## src/rtl/iplpm_pkg.sv

```systemverilog
// ----------------------------------------------------------------------------
// IPv4 LPM shared definitions
// Default sizes, field widths, item codes, and the command and status types
// that run between the controller and the datapath.
// ----------------------------------------------------------------------------
`default_nettype none

package iplpm_pkg;

    // Default trie geometry.
    localparam int DEF_FIRST_LEVEL_BITS = 16;
    localparam int DEF_LEVEL_BITS       = 8;
    localparam int DEF_NODE_POOL        = 256;
    localparam int DEF_HOP_BITS         = 32;

    // Fixed field widths of the item and result.
    localparam int MODE_W   = 2;
    localparam int ADDR_W   = 32;
    localparam int LEN_W    = 6;
    localparam int HOP_W    = 32;
    localparam int STATUS_W = 2;
    localparam int COUNT_W  = 16;

    // Item modes.
    localparam logic [MODE_W-1:0] MODE_SEARCH = 2'd0;
    localparam logic [MODE_W-1:0] MODE_INSERT = 2'd1;
    localparam logic [MODE_W-1:0] MODE_REMOVE = 2'd2;

    // Result status codes.
    localparam logic [STATUS_W-1:0] STAT_OK      = 2'd0;
    localparam logic [STATUS_W-1:0] STAT_NOROUTE = 2'd1;
    localparam logic [STATUS_W-1:0] STAT_NOPOOL  = 2'd2;

    // Datapath commands, one per cycle.
    typedef enum logic [4:0] {
        CMD_NONE,
        CMD_CLEAR,
        CMD_LOAD,
        CMD_RD_WALK,
        CMD_S_CHK,
        CMD_CNT_RD,
        CMD_I_INC,
        CMD_RD_FILL,
        CMD_I_FILL,
        CMD_I_CHK,
        CMD_ALLOC,
        CMD_I_LINK,
        CMD_FAIL,
        CMD_R_DEC,
        CMD_R_FILL,
        CMD_R_CHK,
        CMD_R_UNLINK,
        CMD_R_OK,
        CMD_FINISH
    } dp_cmd_t;

    // Datapath status flags seen by the controller.
    typedef struct packed {
        logic clr_last;
        logic len_zero;
        logic next_bad;
        logic last_level;
        logic fill_here;
        logic fill_end;
        logic pool_empty;
        logic cover_req;
        logic out_busy;
    } dp_status_t;

endpackage

`default_nettype wire

```

## src/rtl/iplpm_ctrl.sv

```systemverilog
// ----------------------------------------------------------------------------
// IPv4 LPM controller
// State machine that sequences the clearing pass, searches, inserts and
// removes, issuing one datapath command per cycle.
// ----------------------------------------------------------------------------
`default_nettype none

module iplpm_ctrl (
    input  wire logic                         clk,
    input  wire logic                         rst_n,
    input  wire logic                         in_valid,
    output logic                              in_ready,
    input  wire logic [iplpm_pkg::MODE_W-1:0] mode,
    input  wire iplpm_pkg::dp_status_t        st,
    output iplpm_pkg::dp_cmd_t                cmd
);

    import iplpm_pkg::*;

    typedef enum logic [4:0] {
        S_CLEAR,
        S_IDLE,
        S_S_RD,
        S_S_CHK,
        S_I_CNT,
        S_I_INC,
        S_I_FRD,
        S_I_FWR,
        S_I_ERD,
        S_I_CHK,
        S_I_ALLOC,
        S_I_LINK,
        S_I_FAIL,
        S_R_CNT,
        S_R_DEC,
        S_R_FRD,
        S_R_FWR,
        S_R_ERD,
        S_R_CHK,
        S_R_UNLINK,
        S_R_OK,
        S_FINISH
    } state_t;

    state_t state_reg;
    state_t state_next;

    assign in_ready = state_reg == S_IDLE;

    // Next state and command.
    always_comb
    begin
        state_next = state_reg;
        cmd        = CMD_NONE;
        case (state_reg)
            S_CLEAR:
            begin
                cmd = CMD_CLEAR;
                if (st.clr_last)
                begin
                    state_next = S_IDLE;
                end
            end
            S_IDLE:
            begin
                if (in_valid)
                begin
                    cmd = CMD_LOAD;
                    case (mode)
                        MODE_SEARCH: state_next = S_S_RD;
                        MODE_INSERT: state_next = S_I_CNT;
                        MODE_REMOVE: state_next = S_R_CNT;
                        default:     state_next = S_FINISH;
                    endcase
                end
            end
            S_S_RD:
            begin
                cmd        = CMD_RD_WALK;
                state_next = S_S_CHK;
            end
            S_S_CHK:
            begin
                cmd        = CMD_S_CHK;
                state_next = (st.len_zero || st.next_bad || st.last_level) ? S_FINISH
                                                                             : S_S_RD;
            end
            S_I_CNT:
            begin
                cmd        = CMD_CNT_RD;
                state_next = S_I_INC;
            end
            S_I_INC:
            begin
                cmd        = CMD_I_INC;
                state_next = st.fill_here ? S_I_FRD : S_I_ERD;
            end
            S_I_FRD:
            begin
                cmd        = CMD_RD_FILL;
                state_next = S_I_FWR;
            end
            S_I_FWR:
            begin
                cmd        = CMD_I_FILL;
                state_next = st.fill_end ? S_FINISH : S_I_FRD;
            end
            S_I_ERD:
            begin
                cmd        = CMD_RD_FILL;
                state_next = S_I_CHK;
            end
            S_I_CHK:
            begin
                cmd = CMD_I_CHK;
                if (st.next_bad && st.pool_empty)
                begin
                    state_next = S_I_FAIL;
                end
                else if (st.next_bad)
                begin
                    state_next = S_I_ALLOC;
                end
                else
                begin
                    state_next = S_I_LINK;
                end
            end
            S_I_ALLOC:
            begin
                cmd        = CMD_ALLOC;
                state_next = S_I_LINK;
            end
            S_I_LINK:
            begin
                cmd        = CMD_I_LINK;
                state_next = st.last_level ? S_FINISH : S_I_CNT;
            end
            S_I_FAIL:
            begin
                cmd        = CMD_FAIL;
                state_next = S_FINISH;
            end
            S_R_CNT:
            begin
                cmd        = CMD_CNT_RD;
                state_next = S_R_DEC;
            end
            S_R_DEC:
            begin
                cmd        = CMD_R_DEC;
                state_next = st.fill_here ? S_R_FRD : S_R_ERD;
            end
            S_R_FRD:
            begin
                cmd        = CMD_RD_FILL;
                state_next = S_R_FWR;
            end
            S_R_FWR:
            begin
                cmd        = CMD_R_FILL;
                state_next = st.fill_end ? S_R_OK : S_R_FRD;
            end
            S_R_ERD:
            begin
                cmd        = CMD_RD_FILL;
                state_next = S_R_CHK;
            end
            S_R_CHK:
            begin
                cmd        = CMD_R_CHK;
                state_next = (st.len_zero || st.next_bad) ? S_FINISH : S_R_UNLINK;
            end
            S_R_UNLINK:
            begin
                cmd        = CMD_R_UNLINK;
                state_next = st.last_level ? S_R_OK : S_R_CNT;
            end
            S_R_OK:
            begin
                // The covering route is inserted with the normal insert walk.
                cmd        = CMD_R_OK;
                state_next = st.cover_req ? S_I_CNT : S_FINISH;
            end
            S_FINISH:
            begin
                if (!st.out_busy)
                begin
                    cmd        = CMD_FINISH;
                    state_next = S_IDLE;
                end
            end
            default:
            begin
                state_next = S_IDLE;
            end
        endcase
    end

    // State register; reset starts the clearing pass.
    always_ff @(posedge clk or negedge rst_n)
    begin
        if (!rst_n)
        begin
            state_reg <= S_CLEAR;
        end
        else
        begin
            state_reg <= state_next;
        end
    end

endmodule

`default_nettype wire

```

## config.mk

```make
export PLATFORM = sky130hd
export DESIGN_NAME = iplpm_ctrl
export DESIGN_NICKNAME = d
export VERILOG_FILES = /design/src/rtl/iplpm_pkg.sv /design/src/rtl/iplpm_ctrl.sv
export SDC_FILE = /design/constraint.sdc
export NUM_CORES = 1
export LEC_CHECK = 0
export BUFFER_PORTS_ARGS = -buffer_cell sky130_fd_sc_hd__clkbuf_2
export CAP_MARGIN = 40
export CELL_PAD_IN_SITES_DETAIL_PLACEMENT = 1
export CELL_PAD_IN_SITES_GLOBAL_PLACEMENT = 1
export CORE_MARGIN = 2
export CORE_UTILIZATION = 34
export DETAILED_ROUTE_END_ITERATION = 16
export GPL_TIMING_DRIVEN = 0
export PLACE_DENSITY_LB_ADDON = 0.1
export SYNTH_ARGS = -nofsm -noshare
export SYNTH_HDL_FRONTEND = slang
export SYNTH_SLANG_ARGS = --single-unit
```

## constraint.sdc

```tcl
create_clock -name clk -period 1.35 [get_ports clk]
set_input_delay 0.135 -clock clk [delete_from_list [all_inputs] [get_ports clk]]
set_output_delay 0.135 -clock clk [all_outputs]
set_load 0.02 [all_outputs]
```

## Word-level counts from Yosys, hierarchy flattened

Index checks and enable logic that the tools add are counted.

| word-level totals | value |
|---|---|
| flip-flop bits (word level) | 5 |
| input bits | 14 |
| output and inout bits | 6 |
| logic and storage cells | 54 |

| operators by class | value |
|---|---|
| eq/ne operators | 26 |
| muxes and demuxes | 19 |
| reductions and logical operators | 8 |

Operator list:

| cell | count |
|---|---|
| $pmux W5 S22 | 1 |
| $pmux W5 S18 | 1 |
| $mux W5 | 11 |
| $eq A5 B4 Y1 const B | 8 |
| $eq A5 B5 Y1 const B | 6 |
| $eq A5 B3 Y1 const B | 4 |
| $pmux W5 S3 | 1 |
| $eq A5 B2 Y1 const B | 2 |
| $mux W3 | 2 |
| $ne A2 B2 Y1 const B | 3 |
| $eq A5 B1 Y1 const B | 1 |
| $logic_not A5 Y1 | 1 |
| $mux W4 | 1 |
| $reduce_or A4 Y1 | 1 |
| $reduce_and A3 Y1 | 1 |
| $eq A2 B1 Y1 const B | 1 |
| $eq A2 B2 Y1 const B | 1 |
| $logic_not A2 Y1 | 1 |
| $logic_or A1 B1 Y1 | 2 |
| $mux W2 | 1 |
| $reduce_or A2 Y1 | 1 |
| $logic_and A1 B1 Y1 | 1 |
| $mux W1 | 1 |

## Longest topological paths before layout

| logic depth | value |
|---|---|
| word-level depth | 4 |
| mapped depth | 6 |
| depth with buffers taken out | 5 |

## Least setup slack after synthesis

No wires, ideal clock.

| path | value |
|---|---|
| kind | register to output |
| start point | reg state_reg[2] |
| end point | out cmd[1] |
| arrival | 1357 ps |
| data required time | 1215 ps |
| setup slack | -142 ps |
| cell stages (with the launch flop) | 7 |
| buffers on the path | 2 |
| cells stage by stage | dfrtp_1 buf_4 buf_6 nand2_1 o211ai_1 o21ai_1 o22ai_1 |

| on the way | value |
|---|---|
| cells in the longest elaborated chain, start to end | 3 |
| elaborated cells between the ends (all ways) | 25 |
| those cells by class | 21 x eq/ne; 1 x mux; 3 x reduce/logical |

RTL lines:

| element | line | text |
|---|---|---|
| start, declared | iplpm_ctrl.sv:45 | `state_t state_reg;` |
| start signal, assigned | iplpm_ctrl.sv:209 | `state_reg <= state_next;` |
| $eq A5 B5 Y1, or another cell as far along | iplpm_ctrl.sv:55 | `case (state_reg)` |
| $reduce_or A4 Y1 (no line) or $reduce_or A2 Y1 (tied branches) | - |  |
| $pmux W5 S18 * | iplpm_ctrl.sv:55 |  |
| end, declared | iplpm_ctrl.sv:15 | `output iplpm_pkg::dp_cmd_t cmd` |

Every way passes the cells marked *; elsewhere a longest branch is shown, timed or not.

## Worst setup path in the final report

| path | value |
|---|---|
| start point | reg state_reg[4] |
| end point | out cmd[1] |

The elaborated chain is that of the path after synthesis.

==> reports/results.tsv <==
metric	value	unit
routed len/inst	24.3	microns
number of routed nets with antenna violations	0	
Total Wirelength	5.53	mm
clock skew	0.0106	ns
RR Startpoint	state_reg[2]$_DFFE_PN0P_	
final hold vios	0	
hold crit path type	in2reg	
Slew Viols, Final	0	
DR iter-0 viols	69	
Largest register FFs	5	
die area	3220	sq um
nature of the critical path endpoint	output port	
RD Place Congestion	0.936	
async set-reset flop share out of synthesis	100	%
Worst Path Arrival	1.66	ns
Post-Synthesis Cells	136	
FMAX	556	MHz
share of cells above drive strength 1	60.7	%
clk sinks	5	
Final Power	4.63	mW
RSZ-0062 raised after global routing	yes	
initial antenna violation count	0	
H-Tree Depth	1	
Synth Warn #	0	
Post-synth EDFFs	0	
total CTS buffers	3	
Seq cells post-synth	5	
fin cells	227	
Via density	6.54	
Leakage	0.708	nW
CORE AREA	2690	sq um
Reg2Reg Depth	6	
syn_nets	150	
syn_area_per_cell	6.95	sq um
critical path peak fanout	4	
post-synthesis cell type count	48	
Final WS setup	-0.450	ns
GRT Util Overall	29.7	%
MaxCap Viol Count	0	
worst-skew pair later-pin latency	0.26	ns
Die H	56.7	microns
Yosys top cell area share	13.2	%
Slew @ Worst Pin	0.409	ns
Root Buffer	clkbuf_4	
post-route cell area	1740	sq um
pwr dens	2650	nW/um^2
Hold Path Sink	state_reg[0]$_DFFE_PN0P_	
mapped cell area	945	sq um
Starting Density	35.2	%
fin crit period	1.80	ns
# port buffers	19	
Synth area leader	dfrtp_1	
critical path required time	1.22	ns
TNS Setup	-3.78	ns
DPL Wire Length	2.82	mm
Post-DP Area	1120	sq um
Max transition margin	72.3	%
Seq/Total Area, Yosys	13.2	%
CTS tree	built	
drt first pass iters	4	
first-pass GRT wire length	7.16	mm
hold slack	0.194	ns
failing checks	setup timing	
Setup Crit Path Kind	reg2out	
DIE WIDTH	56.7	microns
vias in the first global route	1427	
endpoints failing setup	11	
GR Overflow Total	0	
FP Rows	19	
Diodes inserted	0	
DRC	0	
clock transition at the registers of the reported paths	0.06	ns
cell total after placement	186	
total number of vias	1485	
Hold Path Stages	3	
final worst-path cycle share	133	%
number of top-level pins	20	
outcome	finished, violations left	
pin count of the biggest net entering global routing	11	
Worst VDD drop	1710	uV
Reg2Reg Capture Point	state_reg[2]$_DFFE_PN0P_	
FF-to-FF setup slack	-0.39	ns
Area Overhead vs Synth	84.6	%
ys flop type	dfrtp_1	
hold_sp	st[8]	
critical path launch point type	flop	
CTS Buffer Depth	2	
Final nets	211	
crit path launch	state_reg[4]$_DFFE_PN0P_	
Synth area leaders	dfrtp_1 (13%), a21oi_1 (5.8%), o21ai_0 (5.8%), nand2b_1 (5.3%), nor2_1 (5.2%)	
==> power by group <==
group          switching, mW  internal (mW)  total [mW]
Clock                 0.0830          0.108       0.191
Sequential            0.0596          0.220       0.280
Combinational           2.24           1.92        4.16
==> worst max-delay path by stage <==
stage | end | slack [ns] | depth (start not counted)
floorplan | cmd[1] | -0.04 | 6
global placement | cmd[3] | -0.32 | 7
detailed placement | cmd[4] | -0.33 | 7
CTS | cmd[0] | -0.35 | 6
global route | cmd[1] | -0.52 | 7
finish | cmd[1] | -0.45 | 7
==> metrics by stage <==
stage	worst slack, ns	util [%]
3_5_place_dp	-0.328	41.5
2_1_floorplan	-0.0436	-
5_1_grt	-0.517	64.9
3_3_place_gp	-0.316	41.5
4_1_cts	-0.346	56.2
6_report	-0.450	64.9
==> critical path, cell delays in order, from the launching register on <==
cell	delay [ns]
dfrtp_1	0.39
buf_6	0.15
clkinvlp_4	0.13
nor2_1	0.20
a21oi_2	0.06
o22a_1	0.20
o22ai_2	0.11
clkbuf_8	0.16
==> cells in the mapped netlist, types with 2 or more instances <==
library cell   n
o21ai_1        7
inv_1          4
a31oi_1        2
nor3_1         2
nor2b_1        2
buf_4          5
nand2b_1       8
nand4_1        2
nor2_2         2
nand2_1        9
nor2b_2        2
nor4b_1        2
a21oi_1       11
o22ai_1        5
o32a_1         2
o21ai_0       11
inv_2          2
or3_1          2
nand3_1        2
buf_6          3
nand2_2        2
a21o_1         2
a32oi_1        2
dfrtp_1        5
nor4_1         3
buf_2          2
a211oi_1       2
nor2_1        13
==> layer usage <==
| layer | vias up | wire [microns] | track usage, % | share of wire, % |
|---|---|---|---|---|
| li1 | 647 | - | - | - |
| met1 | 740 | 2340 | 36.4 | 42 |
| met2 | 74 | 2670 | 50.2 | 48 |
| met3 | 24 | 308 | 5.53 | 5.6 |
| met4 | 0 | 210 | 12.6 | 3.8 |
| met5 | - | 0 | 0 | 0 |
==> area by class of cell <==
| class | instances | area (sq um) |
|---|---|---|
| Multi-Input combinational cell | 115 | 958 |
| Fill cell | 312 | 942 |
| Timing Repair Buffer | 56 | 437 |
| Sequential cell | 5 | 128 |
| Buffer | 10 | 124 |
| Tap cell | 31 | 38.8 |
| Inverter | 6 | 31.3 |
| Clock buffer | 3 | 22.5 |
| Clock inverter | 1 | 5.00 |
==> placed cells by master (no fill, tap or decap), drive strengths merged, types with 3 or more instances in the layout <==
master / Yosys / routed
nor4: 3 / 3
o21ai: 18 / 18
nand2: 11 / 11
dfrtp: 5 / 5
inv: 6 / 5
nor2: 15 / 15
a21oi: 12 / 12
nor2b: 4 / 4
nand2b: 8 / 8
o22ai: 5 / 5
buf: 10 / 49
clkbuf: 0 / 19
==> cells by family (layout without fill, tap and decap cells) <==
| logic type | Yosys count | after routing | synth area share [%] |
|---|---|---|---|
| compound gates | 59 | 59 | 42.4 |
| simple gates | 55 | 55 | 32.5 |
| buf+inv | 16 | 76 | 11.0 |
| flops | 5 | 5 | 13.2 |
| xor+xnor | 1 | 1 | 0.927 |
==> repair_timing <==
action	4_1_cts	5_1_grt
setup buffers	24	11
hold endpoints to repair	5	0
hold buffers	1	0
gates cloned	0	1
pin swaps	15	14
endpoints found under the setup margin	11	11
gates resized for setup	45	35
No activity file was read; power rests on OpenSTA's default activity.
